==> src/rtl/nsc_pkg.sv <==
// shared constants and types for the streaming substring counter
package nsc_pkg;

  // fixed field widths
  localparam int ByteW = 8;
  localparam int PatW  = 64;
  localparam int LenW  = 4;
  localparam int OccW  = 16;
  localparam int CmpW  = 19;
  localparam int CfgW  = PatW;

  // longest pattern the cell row can hold
  localparam int MaxPatternDef = 8;

  // longest text the counters are sized for
  localparam longint MaxText = 65535;

  // occurrence counter limit
  localparam longint OccCapL = (MaxText < 65535) ? MaxText : 65535;
  localparam logic [OccW-1:0] OccCap = OccW'(OccCapL);

  // configuration register indexes
  typedef enum logic [0:0] {
    RegPatternBytes  = 1'b0,
    RegPatternLength = 1'b1
  } nsc_reg_e;

  // one result beat
  typedef struct packed {
    logic [OccW-1:0] occurrence_count;
    logic [CmpW-1:0] comparison_count;
    logic            text_done;
  } nsc_result_t;

endpackage

==> src/rtl/naive_substring_count_top.sv <==
// top level of the streaming substring counter
//
// Counts how often a pattern of 1 to MAX_PATTERN bytes occurs in a text
// that arrives one byte per input beat, and how many character comparisons
// a naive scan would make. Program pattern_bytes (index 0) and
// pattern_length (index 1) through the write port while the block is idle.
// Input beats carry text_byte_i and last_byte_i on a valid/ready channel;
// every input beat gives exactly one result beat with the running totals,
// and the beat with last_byte_i set returns text_done_o and the final totals,
// after which the window and totals clear for the next text.
// A row of MAX_PATTERN cells holds the window; each beat shifts it by one
// cell and all cells compare in parallel, so one byte is taken per cycle
// while in_ready_o is high. Result beats are registered; throughput is one
// beat per cycle: an output register plus one skid entry let the input be
// taken while a result waits; in_ready_o drops only once both are full.
// Reset clears the window, totals and buffers, and sets pattern_length to 1
// and pattern_bytes to zero.
module naive_substring_count_top
  import nsc_pkg::*;
#(
  parameter int MAX_PATTERN = MaxPatternDef
) (
  input  logic             clk_i,
  input  logic             rst_ni,
  input  logic             cfg_we_i,
  input  logic             cfg_idx_i,
  input  logic [CfgW-1:0]  cfg_data_i,
  input  logic             in_valid_i,
  output logic             in_ready_o,
  input  logic [ByteW-1:0] text_byte_i,
  input  logic             last_byte_i,
  output logic             out_valid_o,
  input  logic             out_ready_i,
  output logic [OccW-1:0]  occurrence_count_o,
  output logic [CmpW-1:0]  comparison_count_o,
  output logic             text_done_o
);

  logic [PatW-1:0]        pat_q;
  logic [LenW-1:0]        len_q;
  logic [LenW-1:0]        len_used;
  logic                   step;
  logic [ByteW-1:0]       cell_in   [MAX_PATTERN];
  logic [ByteW-1:0]       cell_out  [MAX_PATTERN];
  logic [ByteW-1:0]       cell_pat  [MAX_PATTERN];
  logic [MAX_PATTERN-1:0] eq;
  nsc_result_t            result;
  nsc_result_t            out_data;

  // configuration registers
  always_ff @(posedge clk_i or negedge rst_ni) begin
    if (!rst_ni) begin
      pat_q <= '0;
      len_q <= LenW'(1);
    end else if (cfg_we_i) begin
      case (nsc_reg_e'(cfg_idx_i))
        RegPatternBytes:  pat_q <= cfg_data_i;
        RegPatternLength: len_q <= cfg_data_i[LenW-1:0];
        default: ;
      endcase
    end
  end

  // length in use: zero means one, clipped to the row length
  always_comb begin
    if (len_q == '0) begin
      len_used = LenW'(1);
    end else if (len_q > LenW'(MAX_PATTERN)) begin
      len_used = LenW'(MAX_PATTERN);
    end else begin
      len_used = len_q;
    end
  end

  assign step = in_valid_i && in_ready_o;

  // cell row: cell k compares the byte k places back with pattern char len-1-k
  for (genvar k = 0; k < MAX_PATTERN; k++) begin : g_cell
    logic [2:0] pidx;
    assign pidx = 3'(len_used - LenW'(1) - LenW'(k));
    assign cell_pat[k] = pat_q[ByteW*pidx +: ByteW];
    if (k == 0) begin : g_head
      assign cell_in[k] = text_byte_i;
    end else begin : g_body
      assign cell_in[k] = cell_out[k-1];
    end

    nsc_cell u_cell (
      .clk_i   (clk_i),
      .rst_ni  (rst_ni),
      .shift_i (step),
      .clear_i (last_byte_i),
      .data_i  (cell_in[k]),
      .pat_i   (cell_pat[k]),
      .data_o  (cell_out[k]),
      .eq_o    (eq[k])
    );
  end

  // mismatch search and totals
  nsc_accum #(
    .MAX_PATTERN (MAX_PATTERN)
  ) u_accum (
    .clk_i    (clk_i),
    .rst_ni   (rst_ni),
    .step_i   (step),
    .last_i   (last_byte_i),
    .len_i    (len_used),
    .eq_i     (eq),
    .result_o (result)
  );

  // result buffering
  nsc_out_buf u_out_buf (
    .clk_i   (clk_i),
    .rst_ni  (rst_ni),
    .push_i  (step),
    .data_i  (result),
    .ready_o (in_ready_o),
    .valid_o (out_valid_o),
    .ready_i (out_ready_i),
    .data_o  (out_data)
  );

  assign occurrence_count_o = out_data.occurrence_count;
  assign comparison_count_o = out_data.comparison_count;
  assign text_done_o        = out_data.text_done;

endmodule

==> src/rtl/nsc_cell.sv <==
// one window cell: holds a text byte, shifts it on, compares the incoming byte
module nsc_cell
  import nsc_pkg::*;
(
  input  logic             clk_i,
  input  logic             rst_ni,
  input  logic             shift_i,
  input  logic             clear_i,
  input  logic [ByteW-1:0] data_i,
  input  logic [ByteW-1:0] pat_i,
  output logic [ByteW-1:0] data_o,
  output logic             eq_o
);

  logic [ByteW-1:0] byte_q;

  // byte register, cleared when the text closes
  always_ff @(posedge clk_i or negedge rst_ni) begin
    if (!rst_ni) begin
      byte_q <= '0;
    end else if (shift_i) begin
      byte_q <= clear_i ? '0 : data_i;
    end
  end

  // compare the byte this cell takes on the current beat
  assign eq_o   = (data_i == pat_i);
  assign data_o = byte_q;

endmodule

==> src/rtl/nsc_accum.sv <==
// first-mismatch search over the cell row and the saturating running totals
module nsc_accum
  import nsc_pkg::*;
#(
  parameter int MAX_PATTERN = MaxPatternDef
) (
  input  logic                   clk_i,
  input  logic                   rst_ni,
  input  logic                   step_i,
  input  logic                   last_i,
  input  logic [LenW-1:0]        len_i,
  input  logic [MAX_PATTERN-1:0] eq_i,
  output nsc_result_t            result_o
);

  localparam int SeenW = $clog2(MAX_PATTERN + 1);
  localparam longint CmpProd = MaxText * MAX_PATTERN;
  localparam longint CmpCapL = (CmpProd < 524287) ? CmpProd : 524287;
  localparam logic [CmpW-1:0] CmpCap = CmpW'(CmpCapL);
  localparam logic [SeenW-1:0] SeenMax = SeenW'(MAX_PATTERN);

  logic [SeenW-1:0] seen_q, seen_d;
  logic [OccW-1:0]  occ_q, occ_d;
  logic [CmpW-1:0]  cmp_q, cmp_d;
  logic [LenW-1:0]  cmps;
  logic             full;
  logic [CmpW:0]    cmp_sum;

  // count of bytes in the window, saturating at the row length
  assign seen_d = (seen_q == SeenMax) ? seen_q : seen_q + 1'b1;

  // highest active cell that mismatched is the first mismatching pattern char
  always_comb begin
    cmps = len_i;
    full = 1'b1;
    for (int k = 0; k < MAX_PATTERN; k++) begin
      if ((LenW'(k) < len_i) && !eq_i[k]) begin
        cmps = len_i - LenW'(k);
        full = 1'b0;
      end
    end
  end

  // new totals for this beat
  assign cmp_sum = {1'b0, cmp_q} + (CmpW + 1)'(cmps);

  always_comb begin
    occ_d = occ_q;
    cmp_d = cmp_q;
    if (LenW'(seen_d) >= len_i) begin
      if (full && (occ_q < OccCap)) begin
        occ_d = occ_q + 1'b1;
      end
      cmp_d = (cmp_sum > (CmpW + 1)'(CmpCap)) ? CmpCap : cmp_sum[CmpW-1:0];
    end
  end

  // totals registers, cleared after the closing beat
  always_ff @(posedge clk_i or negedge rst_ni) begin
    if (!rst_ni) begin
      seen_q <= '0;
      occ_q  <= '0;
      cmp_q  <= '0;
    end else if (step_i) begin
      seen_q <= last_i ? '0 : seen_d;
      occ_q  <= last_i ? '0 : occ_d;
      cmp_q  <= last_i ? '0 : cmp_d;
    end
  end

  assign result_o.occurrence_count = occ_d;
  assign result_o.comparison_count = cmp_d;
  assign result_o.text_done        = last_i;

endmodule

==> src/rtl/nsc_out_buf.sv <==
// output register with a skid stage so the input side keeps flowing
module nsc_out_buf
  import nsc_pkg::*;
(
  input  logic        clk_i,
  input  logic        rst_ni,
  input  logic        push_i,
  input  nsc_result_t data_i,
  output logic        ready_o,
  output logic        valid_o,
  input  logic        ready_i,
  output nsc_result_t data_o
);

  logic        out_valid_q;
  logic        skid_valid_q;
  nsc_result_t out_q;
  nsc_result_t skid_q;
  logic        pop;

  assign pop     = out_valid_q && ready_i;
  assign ready_o = !skid_valid_q;

  // valid flags
  always_ff @(posedge clk_i or negedge rst_ni) begin
    if (!rst_ni) begin
      out_valid_q  <= 1'b0;
      skid_valid_q <= 1'b0;
    end else if (skid_valid_q) begin
      if (pop) begin
        skid_valid_q <= 1'b0;
      end
    end else if (push_i) begin
      if (out_valid_q && !pop) begin
        skid_valid_q <= 1'b1;
      end else begin
        out_valid_q <= 1'b1;
      end
    end else if (pop) begin
      out_valid_q <= 1'b0;
    end
  end

  // payload registers
  always_ff @(posedge clk_i) begin
    if (skid_valid_q) begin
      if (pop) begin
        out_q <= skid_q;
      end
    end else if (push_i) begin
      if (out_valid_q && !pop) begin
        skid_q <= data_i;
      end else begin
        out_q <= data_i;
      end
    end
  end

  assign valid_o = out_valid_q;
  assign data_o  = out_q;

endmodule
==> config.mk <==
export PLATFORM = sky130hd
export DESIGN_NAME = naive_substring_count_top
export DESIGN_NICKNAME = d
export VERILOG_FILES = /design/src/rtl/nsc_pkg.sv /design/src/rtl/naive_substring_count_top.sv /design/src/rtl/nsc_cell.sv /design/src/rtl/nsc_accum.sv /design/src/rtl/nsc_out_buf.sv
export SDC_FILE = /design/constraint.sdc
export NUM_CORES = 1
export LEC_CHECK = 0
export BUFFER_PORTS_ARGS = -buffer_cell sky130_fd_sc_hd__buf_2
export CAP_MARGIN = 20
export CORE_ASPECT_RATIO = 0.9
export CORE_MARGIN = 5
export CORE_UTILIZATION = 40
export DETAILED_ROUTE_END_ITERATION = 16
export HOLD_SLACK_MARGIN = 0.15
export PLACE_DENSITY_LB_ADDON = 0.15
export SLEW_MARGIN = 30
export SYNTH_ARGS = -nofsm -noshare
export SYNTH_HDL_FRONTEND = slang
export SYNTH_SLANG_ARGS = --single-unit
==> constraint.sdc <==
create_clock -name clk_i -period 13.25 [get_ports clk_i]
set_input_delay 2.65 -clock clk_i [delete_from_list [all_inputs] [get_ports clk_i]]
set_output_delay 2.65 -clock clk_i [all_outputs]
set_load 0.02 [all_outputs]
==> out/qor.yml <==
antenna_left: 0
yosysUniqueCellTypes: 95
portBuffers: 116
drive_gt1_frac: 0.201
io_pins: 117
start_kind: "flip-flop"
endpoint: "u_out_buf.data_o[17]"
rr_worst_depth: 28
clk_pin_slew_worst_paths_ns: 0.07
setup_viol: 0
syn-num-nets: 1689
synth_edf_count: 72
status: "completed"
dpl.hpwl_um: 35600
cts_root_buffer: "clkbuf_16"
ys_seq_elements: 237
fillerInstances: 3712
p_per_area_nw_per_um2: 178
path_common_cell: "buf_4"
cts_inserted_buffers: 26
grt_overflow: 0
tightest_slew_ns: 0.950
crit_fanout: 30
drtIter0Drc: 1270
timing.rr.start: "len_q[3]"
viasPerCell: 6.05
ys_async_sr_fraction: 0.696
drc: 0
yosys.area.top_type: "dfrtp_1"
ys.flop_type: "dfrtp_1"
crit_type: "flip-flop to flip-flop"
clockBufferDepth: 3
whs_ns: 0.513
row_count: 68
postCtsResizedCells: 0
netlist_instances: 1590
antenna_found_initial: 0
synthToLayoutAreaGrowth_pct: 11.0
grt_max_degree: 72
critical_path_required_ns: 13.56
dr_total_vias: 13200
nets: 1734
finalCriticalPeriod_ns: 9.34
slew_headroom: 0.363
crit_path_top_delay_cell: "dfrtp_2"
fin_tns_setup_ns: 0
die_x_um: 218
gp_congestion: 0.945
postPlaceCellArea_um2: 16400
yosysWarnings: 0
ys_top_cells_by_area: "dfrtp_1, edfxtp_1, mux2_2"
antennaDiodeCount: 0
synth_area_um2: 15500
rsz0062_at_grt: "no"
maxCapViolCount: 0
drt_pass1_iterations: 7
final_area_um2: 17200
slowest_delay_ns: 0.78
wire_per_inst_um: 22.7
htreeDepth: 1
vdd_drop_max_mv: 0.111
crit_arrival_ns: 9.65
grt_pass1_wl_um: 76800
die_y_um: 197
start_util: 0.404
r2r-end: "u_out_buf.data_o[17]"
core-area_um2: 38400
clk_latency_ns: 0.56
power_leakage_uw: 0.00677
reg2reg_slack_ns: 3.91
postCtsSetupRepairBufs: 0
hold_buffers: 0
netlist.area_leader.share: 0.264
grt.total_usage: 0.226
period_share: 0.705
wl_um: 49500
cts.sinks: 237
hold_viol: 0
die_area_um2: 42800
fin_worst_skew_ns: 0.0186
cp-startpoint: "len_q[3]"
hp-class: "flip-flop to flip-flop"
ys_seq_area_frac: 0.405
endpoint_kind: "flip-flop"
max_freq_mhz: 107
synth.avg_cell_area_um2: 9.76
grt_pass1_vias: 12400
cts_tree: "done"
drv_slew: 0
==> synth_stat cells, drive strengths merged, types with 14 or more instances <==
cell	instances
mux4	26
mux2i	53
nand4	16
xor2	28
mux2	95
xnor2	50
edfxtp	72
nor3	23
a31oi	31
a32oi	14
inv	34
buf	44
nand3	50
dfrtp	164
o31ai	14
clkbuf	78
a22oi	15
or4	17
o21ai	123
a21oi	49
and3	21
nand2	192
ha	19
o211ai	24
nor2	91
==> registers in the layout, indices dropped and copies added, names as in the netlist <==
| name | flops |
|---|---|
| g_cell.u_cell.data_o | 56 |
| u_out_buf.data_o | 36 |
| pat_q | 64 |
| u_accum.seen_q | 4 |
| u_out_buf.valid_o | 1 |
| u_accum.occ_q | 16 |
| u_out_buf.skid_q | 36 |
| u_out_buf.skid_valid_q | 1 |
| u_accum.cmp_q | 19 |
| len_q | 4 |
==> area by class of cell <==
cell class              count  area (um^2)  area share
repair buffers            139          767      0.0445
inverters                  35          131     0.00763
clock buffers              40          774      0.0450
multi-input cells        1196         8560       0.497
flip-flops and latches    237         6290       0.365
clock inverters             7         37.5     0.00218
well taps                 525          657      0.0381
==> layer usage <==
layer  global-route usage  part of all wire
met1                0.343              0.47
met5                    0                 0
met4               0.0583             0.027
met2                0.334              0.43
met3               0.0402             0.076
==> layout by cell type, fill, tap and decap left out, drive strengths merged, types with 10 or more instances in the layout <==
cell / n
a22oi: 15
xnor2: 50
mux2i: 53
mux2: 95
nand2: 192
a21o: 10
or3: 10
edfxtp: 72
a22o: 10
nor2: 91
or2: 10
nand3: 50
mux4: 26
nor2b: 13
o21ai: 123
dfrtp: 164
o211ai: 24
a211oi: 13
a32oi: 14
nor3: 23
ha: 19
a21oi: 49
a311oi: 10
buf: 139
inv: 35
and3: 21
clkbuf: 40
nand4: 16
or4: 17
nor4: 13
nand2b: 13
o31ai: 14
a31oi: 31
nand3b: 13
xor2: 28
==> where the power goes <==
group	internal, uW	switching (uW)
clock	400	298
combinational	487	771
sequential	939	176
total	1830	1250
==> stage by stage <==
stage,total power (uW),utilization,cells,worst slack [ns]
3_5_place_dp,2370,0.427,2132,3.79
5_1_grt,3240,0.449,2179,3.38
4_1_cts,3080,0.449,2179,3.72
6_report,3070,0.449,2179,3.91
3_3_place_gp,2360,0.427,2132,4.05
2_1_floorplan,1970,-,1590,6.26
==> worst min-delay path by stage <==
stage	startpoint	to	slack, ns	cells after the start
2_1_floorplan	g_cell[6].u_cell.data_o[7]	g_cell[6].u_cell.data_o[7]	0.47	2
3_3_place_gp	g_cell[6].u_cell.data_o[6]	g_cell[6].u_cell.data_o[6]	0.50	2
3_5_place_dp	g_cell[6].u_cell.data_o[6]	g_cell[6].u_cell.data_o[6]	0.50	2
4_1_cts	g_cell[6].u_cell.data_o[6]	g_cell[6].u_cell.data_o[6]	0.52	2
5_1_grt	g_cell[6].u_cell.data_o[0]	g_cell[6].u_cell.data_o[0]	0.56	2
6_report	g_cell[6].u_cell.data_o[5]	g_cell[6].u_cell.data_o[5]	0.51	2
==> critical path: cells and delay by family, from the launching register on <==
kind | cells | cell delay (ns)
buffers and inverters | 5 | 1.19
DFF | 1 | 0.78
and+or+nand+nor | 6 | 1.87
adders and majority gates | 2 | 0.92
muxes | 2 | 0.39
xor gates and xnor gates | 1 | 0.21
AOI/OAI and AO/OA | 12 | 3.70
==> kinds of logic (layout without fill, tap and decap cells) <==
| family | Yosys count | after routing | share of synthesized area |
|---|---|---|---|
| and+or+nand+nor | 511 | 511 | 0.164 |
| AOI/OAI and AO/OA | 413 | 413 | 0.182 |
| DFF | 237 | 237 | 0.405 |
| muxes | 174 | 174 | 0.141 |
| buffers and inverters | 157 | 221 | 0.0451 |
| xor gates and xnor gates | 78 | 78 | 0.0452 |
| adders and majority gates | 20 | 20 | 0.0166 |
Note: power is estimated with default switching activity, not from simulation.
